--- config.mk ---
export PLATFORM = sky130hd
export DESIGN_NAME = console_line_editor
export DESIGN_NICKNAME = d
export VERILOG_FILES = /design/src/rtl/cle_pkg.sv /design/src/rtl/console_line_editor.sv /design/src/rtl/cle_dp.sv /design/src/rtl/cle_ctrl.sv
export SDC_FILE = /design/constraint.sdc
export NUM_CORES = 1
export LEC_CHECK = 0
export ABC_AREA = 1
export BUFFER_PORTS_ARGS = -buffer_cell sky130_fd_sc_hd__buf_4
export CAP_MARGIN = 30
export CORE_UTILIZATION = 56
export DETAILED_ROUTE_END_ITERATION = 16
export GPL_ROUTABILITY_DRIVEN = 0
export PLACE_DENSITY = 0.73
export SLEW_MARGIN = 20
export SYNTH_ARGS = -nofsm -noshare
export SYNTH_HDL_FRONTEND = slang
export SYNTH_HIERARCHICAL = 1
export SYNTH_SLANG_ARGS = --single-unit
--- constraint.sdc ---
create_clock -name i_clk -period 3.6 [get_ports i_clk]
set_input_delay 0.54 -clock i_clk [delete_from_list [all_inputs] [get_ports i_clk]]
set_output_delay 0.54 -clock i_clk [all_outputs]
set_load 0.05 [all_outputs]
--- src/rtl/cle_pkg.sv ---
// shared types and constants for the console line editor
`timescale 1ns / 1ps

package cle_pkg;

    localparam int LINE_DEPTH = 32;
    localparam int ADDR_W     = $clog2(LINE_DEPTH);
    localparam int CNT_W      = $clog2(LINE_DEPTH + 1);
    localparam int LIMIT_W    = 6;
    localparam int CMP_W      = 10;
    localparam int CFG_IDX_W  = 1;

    localparam logic [CFG_IDX_W-1:0] CFG_CONSOLE_ENABLE = 1'd0;
    localparam logic [CFG_IDX_W-1:0] CFG_LINE_LIMIT     = 1'd1;

    localparam logic [1:0] KIND_ECHO = 2'd0;
    localparam logic [1:0] KIND_BYTE = 2'd1;
    localparam logic [1:0] KIND_END  = 2'd2;
    localparam logic [1:0] KIND_ERR  = 2'd3;

    localparam logic [7:0] ERR_NOT_READY = 8'd0;
    localparam logic [7:0] ERR_BAD_LIMIT = 8'd1;
    localparam logic [7:0] ERR_RX_FAULT  = 8'd2;

    localparam logic [7:0] CH_BS    = 8'h08;
    localparam logic [7:0] CH_LF    = 8'h0A;
    localparam logic [7:0] CH_CR    = 8'h0D;
    localparam logic [7:0] CH_SPACE = 8'h20;
    localparam logic [7:0] CH_DEL   = 8'h7F;

    typedef enum logic [2:0] {
        CLS_NOT_READY,
        CLS_BAD_LIMIT,
        CLS_FAULT,
        CLS_EOL,
        CLS_ERASE,
        CLS_CHAR
    } t_cls;

    typedef enum logic [3:0] {
        DSEL_CR,
        DSEL_LF,
        DSEL_BS,
        DSEL_SPACE,
        DSEL_RX,
        DSEL_MEM,
        DSEL_COUNT,
        DSEL_ERR_NR,
        DSEL_ERR_LIM,
        DSEL_ERR_FAULT
    } t_dsel;

    typedef enum logic [1:0] {
        CNT_HOLD,
        CNT_INC,
        CNT_DEC,
        CNT_CLR
    } t_cnt_op;

    typedef enum logic [2:0] {
        S_IDLE,
        S_EVAL,
        S_EOL_CR2,
        S_EOL_LF,
        S_BYTES,
        S_END,
        S_BS_SP,
        S_BS_BS2
    } t_state;

    typedef struct packed {
        logic    capture;
        logic    ptr_clr;
        logic    ptr_inc;
        logic    load;
        t_dsel   dsel;
        logic    last;
        t_cnt_op cnt_op;
    } t_cmd;

    typedef struct packed {
        t_cls cls;
        logic count_zero;
        logic can_store;
        logic ptr_at_count;
        logic ptr_last;
        logic out_ready;
    } t_stat;

endpackage

--- src/rtl/console_line_editor.sv ---
// top level of the console line editor
`timescale 1ns / 1ps

// channel  | dir | handshake                  | payload
// rx item  | in  | i_in_valid / o_in_stall    | i_rx_byte, i_rx_fault
// result   | out | o_out_valid / i_out_stall  | o_out_kind, o_out_data, o_out_last
// config   | in  | i_cfg_we (no wait)         | i_cfg_index, i_cfg_data
//
// an item is taken in idle, classified the next cycle, then one result per
// cycle leaves while the output register is free
// a line end with n stored bytes gives CR, CR, LF, the n bytes and an end result
// the line store is read one entry a cycle, while the output register is free, through its registered read port
// reset disables the console, sets the limit to 32 and empties the line;
// store contents are undefined until written and need no clearing
// a stalled result holds in the output register while the next item is taken

module console_line_editor
    import cle_pkg::*;
(
    input  logic                 i_clk,
    input  logic                 i_rst_n,
    // config write port
    input  logic                 i_cfg_we,
    input  logic [CFG_IDX_W-1:0] i_cfg_index,
    input  logic [LIMIT_W-1:0]   i_cfg_data,
    // received byte items
    input  logic                 i_in_valid,
    output logic                 o_in_stall,
    input  logic [7:0]           i_rx_byte,
    input  logic                 i_rx_fault,
    // result items
    output logic                 o_out_valid,
    input  logic                 i_out_stall,
    output logic [1:0]           o_out_kind,
    output logic [7:0]           o_out_data,
    output logic                 o_out_last
);

    // commands down to the datapath, status back up
    t_cmd  cmd;
    t_stat stat;

    cle_ctrl u_ctrl (
        .i_clk      (i_clk),
        .i_rst_n    (i_rst_n),
        .i_in_valid (i_in_valid),
        .i_stat     (stat),
        .o_in_stall (o_in_stall),
        .o_cmd      (cmd)
    );

    // config, line store, count and output register live here
    cle_dp u_dp (
        .i_clk       (i_clk),
        .i_rst_n     (i_rst_n),
        .i_cfg_we    (i_cfg_we),
        .i_cfg_index (i_cfg_index),
        .i_cfg_data  (i_cfg_data),
        .i_rx_byte   (i_rx_byte),
        .i_rx_fault  (i_rx_fault),
        .i_out_stall (i_out_stall),
        .i_cmd       (cmd),
        .o_stat      (stat),
        .o_out_valid (o_out_valid),
        .o_out_kind  (o_out_kind),
        .o_out_data  (o_out_data),
        .o_out_last  (o_out_last)
    );

endmodule

--- src/rtl/cle_dp.sv ---
// datapath: config registers, line store, count, read pointer, output register
`timescale 1ns / 1ps

module cle_dp
    import cle_pkg::*;
(
    input  logic                 i_clk,
    input  logic                 i_rst_n,
    input  logic                 i_cfg_we,
    input  logic [CFG_IDX_W-1:0] i_cfg_index,
    input  logic [LIMIT_W-1:0]   i_cfg_data,
    input  logic [7:0]           i_rx_byte,
    input  logic                 i_rx_fault,
    input  logic                 i_out_stall,
    input  t_cmd                 i_cmd,
    output t_stat                o_stat,
    output logic                 o_out_valid,
    output logic [1:0]           o_out_kind,
    output logic [7:0]           o_out_data,
    output logic                 o_out_last
);

    logic               r_console_enable;
    logic [LIMIT_W-1:0] r_line_limit;
    logic [7:0]         r_rx_byte;
    logic               r_rx_fault;
    logic [CNT_W-1:0]   r_count;
    logic [CNT_W-1:0]   n_count;
    logic [CNT_W-1:0]   r_ptr;
    logic [CNT_W-1:0]   n_ptr;
    logic [7:0]         r_mem [LINE_DEPTH];
    logic [7:0]         r_rd_data;
    logic               r_out_valid;
    logic [1:0]         r_out_kind;
    logic [7:0]         r_out_data;
    logic               r_out_last;

    logic [CMP_W-1:0]   lim_ext;
    logic [CMP_W-1:0]   depth_ext;
    logic [CMP_W-1:0]   lim_eff;
    logic [CMP_W-1:0]   count_ext;
    logic               out_ready;
    t_cls               cls;
    logic [1:0]         sel_kind;
    logic [7:0]         sel_data;

    // config port
    always_ff @(posedge i_clk) begin
        if (!i_rst_n) begin
            r_console_enable <= 1'b0;
            r_line_limit     <= LIMIT_W'(32);
        end else if (i_cfg_we) begin
            unique case (i_cfg_index)
                CFG_CONSOLE_ENABLE: r_console_enable <= i_cfg_data[0];
                CFG_LINE_LIMIT:     r_line_limit     <= i_cfg_data;
                default: ;
            endcase
        end
    end

    always_ff @(posedge i_clk) begin
        if (i_cmd.capture) begin
            r_rx_byte  <= i_rx_byte;
            r_rx_fault <= i_rx_fault;
        end
    end

    // classification of the captured item
    assign lim_ext   = CMP_W'(r_line_limit);
    assign depth_ext = CMP_W'(LINE_DEPTH);
    assign lim_eff   = (lim_ext > depth_ext) ? depth_ext : lim_ext;
    assign count_ext = CMP_W'(r_count);

    always_comb begin
        if (!r_console_enable) begin
            cls = CLS_NOT_READY;
        end else if (lim_eff == '0) begin
            cls = CLS_BAD_LIMIT;
        end else if (r_rx_fault) begin
            cls = CLS_FAULT;
        end else if (r_rx_byte == CH_CR || r_rx_byte == CH_LF) begin
            cls = CLS_EOL;
        end else if (r_rx_byte == CH_BS || r_rx_byte == CH_DEL) begin
            cls = CLS_ERASE;
        end else begin
            cls = CLS_CHAR;
        end
    end

    assign out_ready           = !r_out_valid || !i_out_stall;
    assign o_stat.cls          = cls;
    assign o_stat.count_zero   = (r_count == '0);
    assign o_stat.can_store    = (count_ext + CMP_W'(1) < lim_eff) && (count_ext < depth_ext);
    assign o_stat.ptr_at_count = (r_ptr == r_count);
    assign o_stat.ptr_last     = (r_ptr + CNT_W'(1) == r_count);
    assign o_stat.out_ready    = out_ready;

    // line count
    always_comb begin
        case (i_cmd.cnt_op)
            CNT_INC: n_count = r_count + CNT_W'(1);
            CNT_DEC: n_count = r_count - CNT_W'(1);
            CNT_CLR: n_count = '0;
            default: n_count = r_count;
        endcase
    end

    // read pointer, the store is read at its next value so data is ready in place
    always_comb begin
        if (i_cmd.ptr_clr) begin
            n_ptr = '0;
        end else if (i_cmd.ptr_inc) begin
            n_ptr = r_ptr + CNT_W'(1);
        end else begin
            n_ptr = r_ptr;
        end
    end

    always_ff @(posedge i_clk) begin
        if (!i_rst_n) begin
            r_count <= '0;
            r_ptr   <= '0;
        end else begin
            r_count <= n_count;
            r_ptr   <= n_ptr;
        end
    end

    always_ff @(posedge i_clk) begin
        if (i_cmd.cnt_op == CNT_INC) begin
            r_mem[r_count[ADDR_W-1:0]] <= r_rx_byte;
        end
    end

    always_ff @(posedge i_clk) begin
        r_rd_data <= r_mem[n_ptr[ADDR_W-1:0]];
    end

    // result source
    always_comb begin
        case (i_cmd.dsel)
            DSEL_CR:        begin sel_kind = KIND_ECHO; sel_data = CH_CR;         end
            DSEL_LF:        begin sel_kind = KIND_ECHO; sel_data = CH_LF;         end
            DSEL_BS:        begin sel_kind = KIND_ECHO; sel_data = CH_BS;         end
            DSEL_SPACE:     begin sel_kind = KIND_ECHO; sel_data = CH_SPACE;      end
            DSEL_RX:        begin sel_kind = KIND_ECHO; sel_data = r_rx_byte;     end
            DSEL_MEM:       begin sel_kind = KIND_BYTE; sel_data = r_rd_data;     end
            DSEL_COUNT:     begin sel_kind = KIND_END;  sel_data = 8'(r_count);   end
            DSEL_ERR_NR:    begin sel_kind = KIND_ERR;  sel_data = ERR_NOT_READY; end
            DSEL_ERR_LIM:   begin sel_kind = KIND_ERR;  sel_data = ERR_BAD_LIMIT; end
            DSEL_ERR_FAULT: begin sel_kind = KIND_ERR;  sel_data = ERR_RX_FAULT;  end
            default:        begin sel_kind = KIND_ERR;  sel_data = ERR_NOT_READY; end
        endcase
    end

    always_ff @(posedge i_clk) begin
        if (!i_rst_n) begin
            r_out_valid <= 1'b0;
        end else if (i_cmd.load) begin
            r_out_valid <= 1'b1;
        end else if (!i_out_stall) begin
            r_out_valid <= 1'b0;
        end
    end

    always_ff @(posedge i_clk) begin
        if (i_cmd.load) begin
            r_out_kind <= sel_kind;
            r_out_data <= sel_data;
            r_out_last <= i_cmd.last;
        end
    end

    assign o_out_valid = r_out_valid;
    assign o_out_kind  = r_out_kind;
    assign o_out_data  = r_out_data;
    assign o_out_last  = r_out_last;

    // line never grows past the store
    a_count_bound: assert property (@(posedge i_clk) disable iff (!i_rst_n)
        r_count < CNT_W'(LINE_DEPTH))
        else $error("line count beyond store depth");

    // a waiting result is never overwritten
    a_no_overwrite: assert property (@(posedge i_clk) disable iff (!i_rst_n)
        i_cmd.load |-> out_ready)
        else $error("output register loaded while stalled");

    // line bytes only come from written entries
    a_read_in_line: assert property (@(posedge i_clk) disable iff (!i_rst_n)
        (i_cmd.load && i_cmd.dsel == DSEL_MEM) |-> (r_ptr < r_count))
        else $error("line byte read past count");

    // erase only on a non-empty line
    a_dec_nonzero: assert property (@(posedge i_clk) disable iff (!i_rst_n)
        (i_cmd.cnt_op == CNT_DEC) |-> (r_count != '0))
        else $error("count underflow on erase");

endmodule

--- src/rtl/cle_ctrl.sv ---
// controller state machine sequencing the results of each item
`timescale 1ns / 1ps

module cle_ctrl
    import cle_pkg::*;
(
    input  logic  i_clk,
    input  logic  i_rst_n,
    input  logic  i_in_valid,
    input  t_stat i_stat,
    output logic  o_in_stall,
    output t_cmd  o_cmd
);

    t_state r_state;
    t_state n_state;

    always_ff @(posedge i_clk) begin
        if (!i_rst_n) begin
            r_state <= S_IDLE;
        end else begin
            r_state <= n_state;
        end
    end

    always_comb begin
        n_state = r_state;
        unique case (r_state)
            S_IDLE: begin
                if (i_in_valid) n_state = S_EVAL;
            end
            S_EVAL: begin
                case (i_stat.cls)
                    CLS_EOL: begin
                        if (i_stat.out_ready) n_state = S_EOL_CR2;
                    end
                    CLS_ERASE: begin
                        if (i_stat.count_zero) begin
                            n_state = S_IDLE;
                        end else if (i_stat.out_ready) begin
                            n_state = S_BS_SP;
                        end
                    end
                    CLS_CHAR: begin
                        if (!i_stat.can_store || i_stat.out_ready) n_state = S_IDLE;
                    end
                    default: begin
                        if (i_stat.out_ready) n_state = S_IDLE;
                    end
                endcase
            end
            S_EOL_CR2: begin
                if (i_stat.out_ready) n_state = S_EOL_LF;
            end
            S_EOL_LF: begin
                if (i_stat.out_ready) n_state = i_stat.ptr_at_count ? S_END : S_BYTES;
            end
            S_BYTES: begin
                if (i_stat.out_ready && i_stat.ptr_last) n_state = S_END;
            end
            S_END: begin
                if (i_stat.out_ready) n_state = S_IDLE;
            end
            S_BS_SP: begin
                if (i_stat.out_ready) n_state = S_BS_BS2;
            end
            S_BS_BS2: begin
                if (i_stat.out_ready) n_state = S_IDLE;
            end
            default: n_state = S_IDLE;
        endcase
    end

    always_comb begin
        o_in_stall    = 1'b1;
        o_cmd.capture = 1'b0;
        o_cmd.ptr_clr = 1'b0;
        o_cmd.ptr_inc = 1'b0;
        o_cmd.load    = 1'b0;
        o_cmd.dsel    = DSEL_CR;
        o_cmd.last    = 1'b0;
        o_cmd.cnt_op  = CNT_HOLD;
        unique case (r_state)
            S_IDLE: begin
                o_in_stall    = 1'b0;
                o_cmd.capture = i_in_valid;
                o_cmd.ptr_clr = i_in_valid;
            end
            S_EVAL: begin
                case (i_stat.cls)
                    CLS_NOT_READY: begin
                        o_cmd.load = i_stat.out_ready;
                        o_cmd.dsel = DSEL_ERR_NR;
                        o_cmd.last = 1'b1;
                    end
                    CLS_BAD_LIMIT: begin
                        o_cmd.load = i_stat.out_ready;
                        o_cmd.dsel = DSEL_ERR_LIM;
                        o_cmd.last = 1'b1;
                    end
                    CLS_FAULT: begin
                        o_cmd.load = i_stat.out_ready;
                        o_cmd.dsel = DSEL_ERR_FAULT;
                        o_cmd.last = 1'b1;
                        if (i_stat.out_ready) o_cmd.cnt_op = CNT_CLR;
                    end
                    CLS_EOL: begin
                        o_cmd.load = i_stat.out_ready;
                        o_cmd.dsel = DSEL_CR;
                    end
                    CLS_ERASE: begin
                        o_cmd.load = i_stat.out_ready && !i_stat.count_zero;
                        o_cmd.dsel = DSEL_BS;
                        if (i_stat.out_ready && !i_stat.count_zero) o_cmd.cnt_op = CNT_DEC;
                    end
                    default: begin
                        o_cmd.load = i_stat.out_ready && i_stat.can_store;
                        o_cmd.dsel = DSEL_RX;
                        o_cmd.last = 1'b1;
                        if (i_stat.out_ready && i_stat.can_store) o_cmd.cnt_op = CNT_INC;
                    end
                endcase
            end
            S_EOL_CR2: begin
                o_cmd.load = i_stat.out_ready;
                o_cmd.dsel = DSEL_CR;
            end
            S_EOL_LF: begin
                o_cmd.load = i_stat.out_ready;
                o_cmd.dsel = DSEL_LF;
            end
            S_BYTES: begin
                o_cmd.load    = i_stat.out_ready;
                o_cmd.dsel    = DSEL_MEM;
                o_cmd.ptr_inc = i_stat.out_ready;
            end
            S_END: begin
                o_cmd.load = i_stat.out_ready;
                o_cmd.dsel = DSEL_COUNT;
                o_cmd.last = 1'b1;
                if (i_stat.out_ready) o_cmd.cnt_op = CNT_CLR;
            end
            S_BS_SP: begin
                o_cmd.load = i_stat.out_ready;
                o_cmd.dsel = DSEL_SPACE;
            end
            S_BS_BS2: begin
                o_cmd.load = i_stat.out_ready;
                o_cmd.dsel = DSEL_BS;
                o_cmd.last = 1'b1;
            end
            default: ;
        endcase
    end

endmodule
==> out/qor.csv <==
stage,metric,value,unit
hold_path,HP Class,in -> reg,
placed_design,HPWL after detailed placement,22980,um
cts,cts hold-fix bufs,0,
drt,wire per inst,18.49,um
drt,1st-iter DRT viols,1344,
timing,Slew HR,63.18,%
drt,DR vias/cell,5.698,
cts,clk slew on worst S/H paths,0.06,ns
synthesis,Mapped Cells,1577,
setup_path,CP Depth,19,
pwr,clock group share of total power,41.5,%
synthesis,Netlist Area Pre-Place,14940,um^2
synthesis,xor/xnor share of the synthesized area,0.8795,%
setup_path,CP Buf/Inv Count,5,
drt,residual DRC count,0,
grt,Tot GR Track Use,27.70,%
placed_design,port bufs,33,
cts,H-tree depth,1,
floorplanning,core box area,26130,um^2
setup_path,crit-path cells,"ha_2, nand2_1, a211oi_2, ha_1, nand2_1, inv_1, o21ai_1, nand2_1, nor3_2, nand2_1, a21oi_2, inv_1, o21ai_4, inv_1, nor2_4, nand2_1, buf_4, nor2_1, buf_4",
setup_path,critical path class,reg -> reg,
timing,final setup fails,0,
pwr,Leakage,7.368,nW
setup_path,Top delay family on crit path,simple AND/OR/NAND/NOR gates,
synthesis,adder-cell share of the synthesized area,1.307,%
setup_path,CP arrival,3.69,ns
finish,nets@finish,1671,
timing,Max Slew Vio Count,0,
setup_path,Crit-path slowest cell,dfxtp_1,
timing,Slew @ Worst Pin,0.5523,ns
synthesis,register area share after synthesis,59.64,%
cts,TritonCTS Buffers,31,
cts,Worst-Skew Late Latency,0.57,ns
grt,number of global-route vias before repair,10531,
synthesis,largest family of logic cells by synthesized area,simple AND/OR/NAND/NOR gates,
hold_path,hold path endpoint,u_dp/r_rx_byte[1],
flow_run,Max Cap Violations,0,
finish,Syn-to-layout area delta,13.85,%
setup_path,cell mode on critical path,nand2_1,
cts,root buffer cell,clkbuf_16,
setup_path,Critical Path Fanout Max,8,
setup_path,Worst R2R End,u_dp/r_mem[19][4],
drt,TritonRoute pass-1 iters,6,
setup_path,startpoint class of the critical path,flop,
pwr,PwrDens,453.3,nW/um^2
floorplanning,IO Pins,34,
synthesis,simple-gate share of the synthesized area,24.85,%
floorplanning,Die Height,165.3,um
run_status,outcome,"complete, no violations",
synthesis,Post-Syn Area per Cell,9.472,um^2
pwr,combinational share of power,7.0,%
timing,period utilization,95.02,%
grt,first-pass GRT wire length,56490,um
floorplanning,area of the die,27330,um^2
finish,final core occ,65.07,%
hold_path,WHS Path Cells,1,
cts,CTS max path bufs,3,
grt,largest net degree at the start of global routing,129,
pwr,Sequential Power Share,51.5,%
grt,total gr overflow,0,
pwr,worst ir drop on vdd,395.9,uV
synthesis,"Primary FF master, synth",edfxtp_1,
pwr,Psw,0.001712,W
setup_path,WP data required,3.87,ns
setup_path,r2r startpoint,u_dp/r_count[0],
synthesis,synth warn,6,
setup_path,Reg2Reg Depth,19,
floorplanning,Initial Util,57.16,%
timing,Setup Skew,0.01044,ns
grt,antenna violations before repair,0,
drt,"antenna viol nets, final",0,
synthesis,#FFs+latches synth,307,
timing,Hold Fails Final Rpt,0,
finish,Final Cell Area,17010,um^2
timing,Max Freq,292.4,MHz
synthesis,number of enable flip-flop cells after synthesis,276,
cts,CTS tree,built,
synthesis,Yosys cell types,41,
floorplanning,# rows,59,
cts,number of clock sinks,307,
synthesis,Synth Area in Compound Gates,2.278,%
finish,Antenna Cells,0,
drt,vias,11367,
floorplanning,Die Wd,165.3,um
hold_path,worst hold start,i_rx_byte[1],
synthesis,Async SR Flop Fraction,0,%
setup_path,Worst setup EP type,flop,
setup_path,CP peak stage delay,0.35,ns
pwr,switching share of power,22.21,%
placed_design,placed inst area,15840,um^2
timing,crit path time final,3.421,ns
synthesis,mux cell area share after synthesis,0,%
pwr,Internal Power,0.005997,W
synthesis,net count after synthesis,1613,
setup_path,reg2reg setup slack,0.18,ns
finish,ratio of cells with drive above 1 in the final layout,12.77,%
drt,final wirelength,36900,um
[Yosys cell counts, types with 2 or more instances]
master / n / area [um^2]
inv_1: 304 / 1141
edfxtp_1: 276 / 8288
nand2_1: 270 / 1013
nand3_1: 255 / 1276
nand4_1: 135 / 844.6
nor2_1: 90 / 337.8
buf_2: 72 / 360.4
dfxtp_1: 31 / 620.6
o21ai_0: 20 / 100.1
a21oi_1: 17 / 85.08
ha_1: 14 / 175.2
clkbuf_1: 9 / 33.78
inv_2: 8 / 30.03
nor3_1: 8 / 40.04
xor2_1: 8 / 70.07
xnor2_1: 7 / 61.31
buf_4: 6 / 45.04
nand3_2: 6 / 60.06
nand2_2: 4 / 25.02
nor2_4: 4 / 45.04
buf_6: 3 / 33.78
nand3b_1: 3 / 22.52
o2111ai_1: 3 / 26.28
o211ai_1: 3 / 22.52
o221ai_1: 3 / 26.28
a21boi_0: 2 / 15.01
o22ai_1: 2 / 12.51
[repair_timing]
action                                  in CTS  in global routing
cloned                                       0                  0
endpoints found under the setup margin     137                260
buffers inserted                             0                  2
resized for setup                            3                 28
pin swaps                                    0                  5
[cell type report]
cell class | instances | area [um^2]
Inverter | 313 | 1180
Tap cell | 335 | 419.2
Clock buffer | 44 | 844.6
Sequential cell | 307 | 8911
Fill cell | 2093 | 9128
Multi-Input combinational cell | 867 | 4516
Timing Repair Buffer | 115 | 958.4
Clock inverter | 14 | 176.4
[cells by family after synthesis]
kind of cell	count (synthesis)
AO/OA/AOI/OAI	57
XOR/XNOR	15
adder cells (fa/ha/maj)	15
buffers and inverters	403
flip-flops	307
AND/OR/NAND/NOR	780
[worst register-to-register path, cell delays in order, from the launching register on]
cell and delay (ns):
dfxtp_1 0.35, ha_2 0.21, nand2_1 0.10, a211oi_2 0.27, ha_1 0.28, nand2_1 0.07
inv_1 0.04, o21ai_1 0.11, nand2_1 0.08, nor3_2 0.21, nand2_1 0.09, a21oi_2 0.15
inv_1 0.09, o21ai_4 0.21, inv_1 0.11, nor2_4 0.15, nand2_1 0.14, buf_4 0.21
nor2_1 0.10, buf_4 0.18
[power groups by stage]
| stage | logic (W) | clock network, W | registers, W |
|---|---|---|---|
| floorplan | 0.000233 | 0 | 0.00413 |
| global placement | 0.000517 | 0 | 0.00404 |
| detailed placement | 0.000522 | 0 | 0.00404 |
| CTS | 0.000525 | 0.00325 | 0.00397 |
| global route | 0.000579 | 0.00338 | 0.00397 |
| finish | 0.000540 | 0.00320 | 0.00397 |
[through the flow]
stage / setup slack (ns) / TNS (ns) / cells / total power, W / hold slack (ns)
after floorplan: 0.008245 / 0 / 1577 / 0.004364 / 0.4481
after global placement: -0.01547 / -0.08001 / 1935 / 0.004559 / 0.4665
after detailed placement: -0.07220 / -2.636 / 1935 / 0.004565 / 0.4750
after CTS: 0.04816 / 0 / 1993 / 0.007741 / 0.1211
after global routing: -0.01337 / -0.02123 / 1995 / 0.007935 / 0.1290
final: 0.1795 / 0 / 1995 / 0.007709 / 0.1488
[worst max-delay path by stage]
stage	to	startpoint	slack (ns)
after floorplan	u_dp/r_count[5]	u_dp/r_count[1]	0.008
after global placement	u_dp/r_count[5]	u_dp/r_count[0]	-0.02
after detailed placement	u_dp/r_mem[22][4]	u_dp/r_count[0]	-0.07
after CTS	u_dp/r_mem[22][1]	u_dp/r_count[0]	0.05
after global routing	u_dp/r_count[5]	u_dp/r_rx_byte[1]	-0.01
final	u_dp/r_mem[19][4]	u_dp/r_count[0]	0.18
[routing by layer]
metal / routed length, um / global-route usage (%)
met3: 3498 / 4.795
met1: 14790 / 37.34
met5: 0 / 0
met4: 1516 / 12.85
met2: 17090 / 43.88
[sequential cells by signal (all words and copies together), names as in the netlist]
signal / cells
u_dp/r_count: 6
u_dp/r_rx_fault: 1
u_dp/r_line_limit: 6
u_dp/r_rx_byte: 8
u_dp/r_mem: 256
u_dp/o_out_data: 8
u_ctrl/r_state: 3
u_dp/o_out_kind: 2
u_dp/o_out_valid: 1
u_dp/r_console_enable: 1
u_dp/o_out_last: 1
u_dp/r_ptr: 6
u_dp/r_rd_data: 8
[placed cells by master, fill, tap and decap left out, drive strengths merged]
master | Yosys | layout
bufinv | 0 | 4
a21o | 1 | 1
clkinv | 0 | 7
o2111ai | 3 | 3
dfxtp | 31 | 31
or2 | 1 | 1
xnor2 | 7 | 7
o211ai | 3 | 3
edfxtp | 276 | 276
nor3 | 9 | 9
a21boi | 2 | 2
clkinvlp | 0 | 2
a31oi | 1 | 1
ha | 14 | 14
o221ai | 3 | 3
nand2 | 275 | 275
fa | 1 | 1
xor2 | 8 | 8
clkbuf | 9 | 44
nand3b | 3 | 3
a22o | 1 | 1
a211oi | 1 | 1
a21oi | 18 | 18
inv | 313 | 314
nand3 | 261 | 261
o21ai | 21 | 21
nand4 | 135 | 135
o22ai | 2 | 2
buf | 81 | 115
a221oi | 1 | 1
nor2 | 95 | 95
nor4 | 1 | 1
Note: power is estimated with default switching activity, not from simulation.
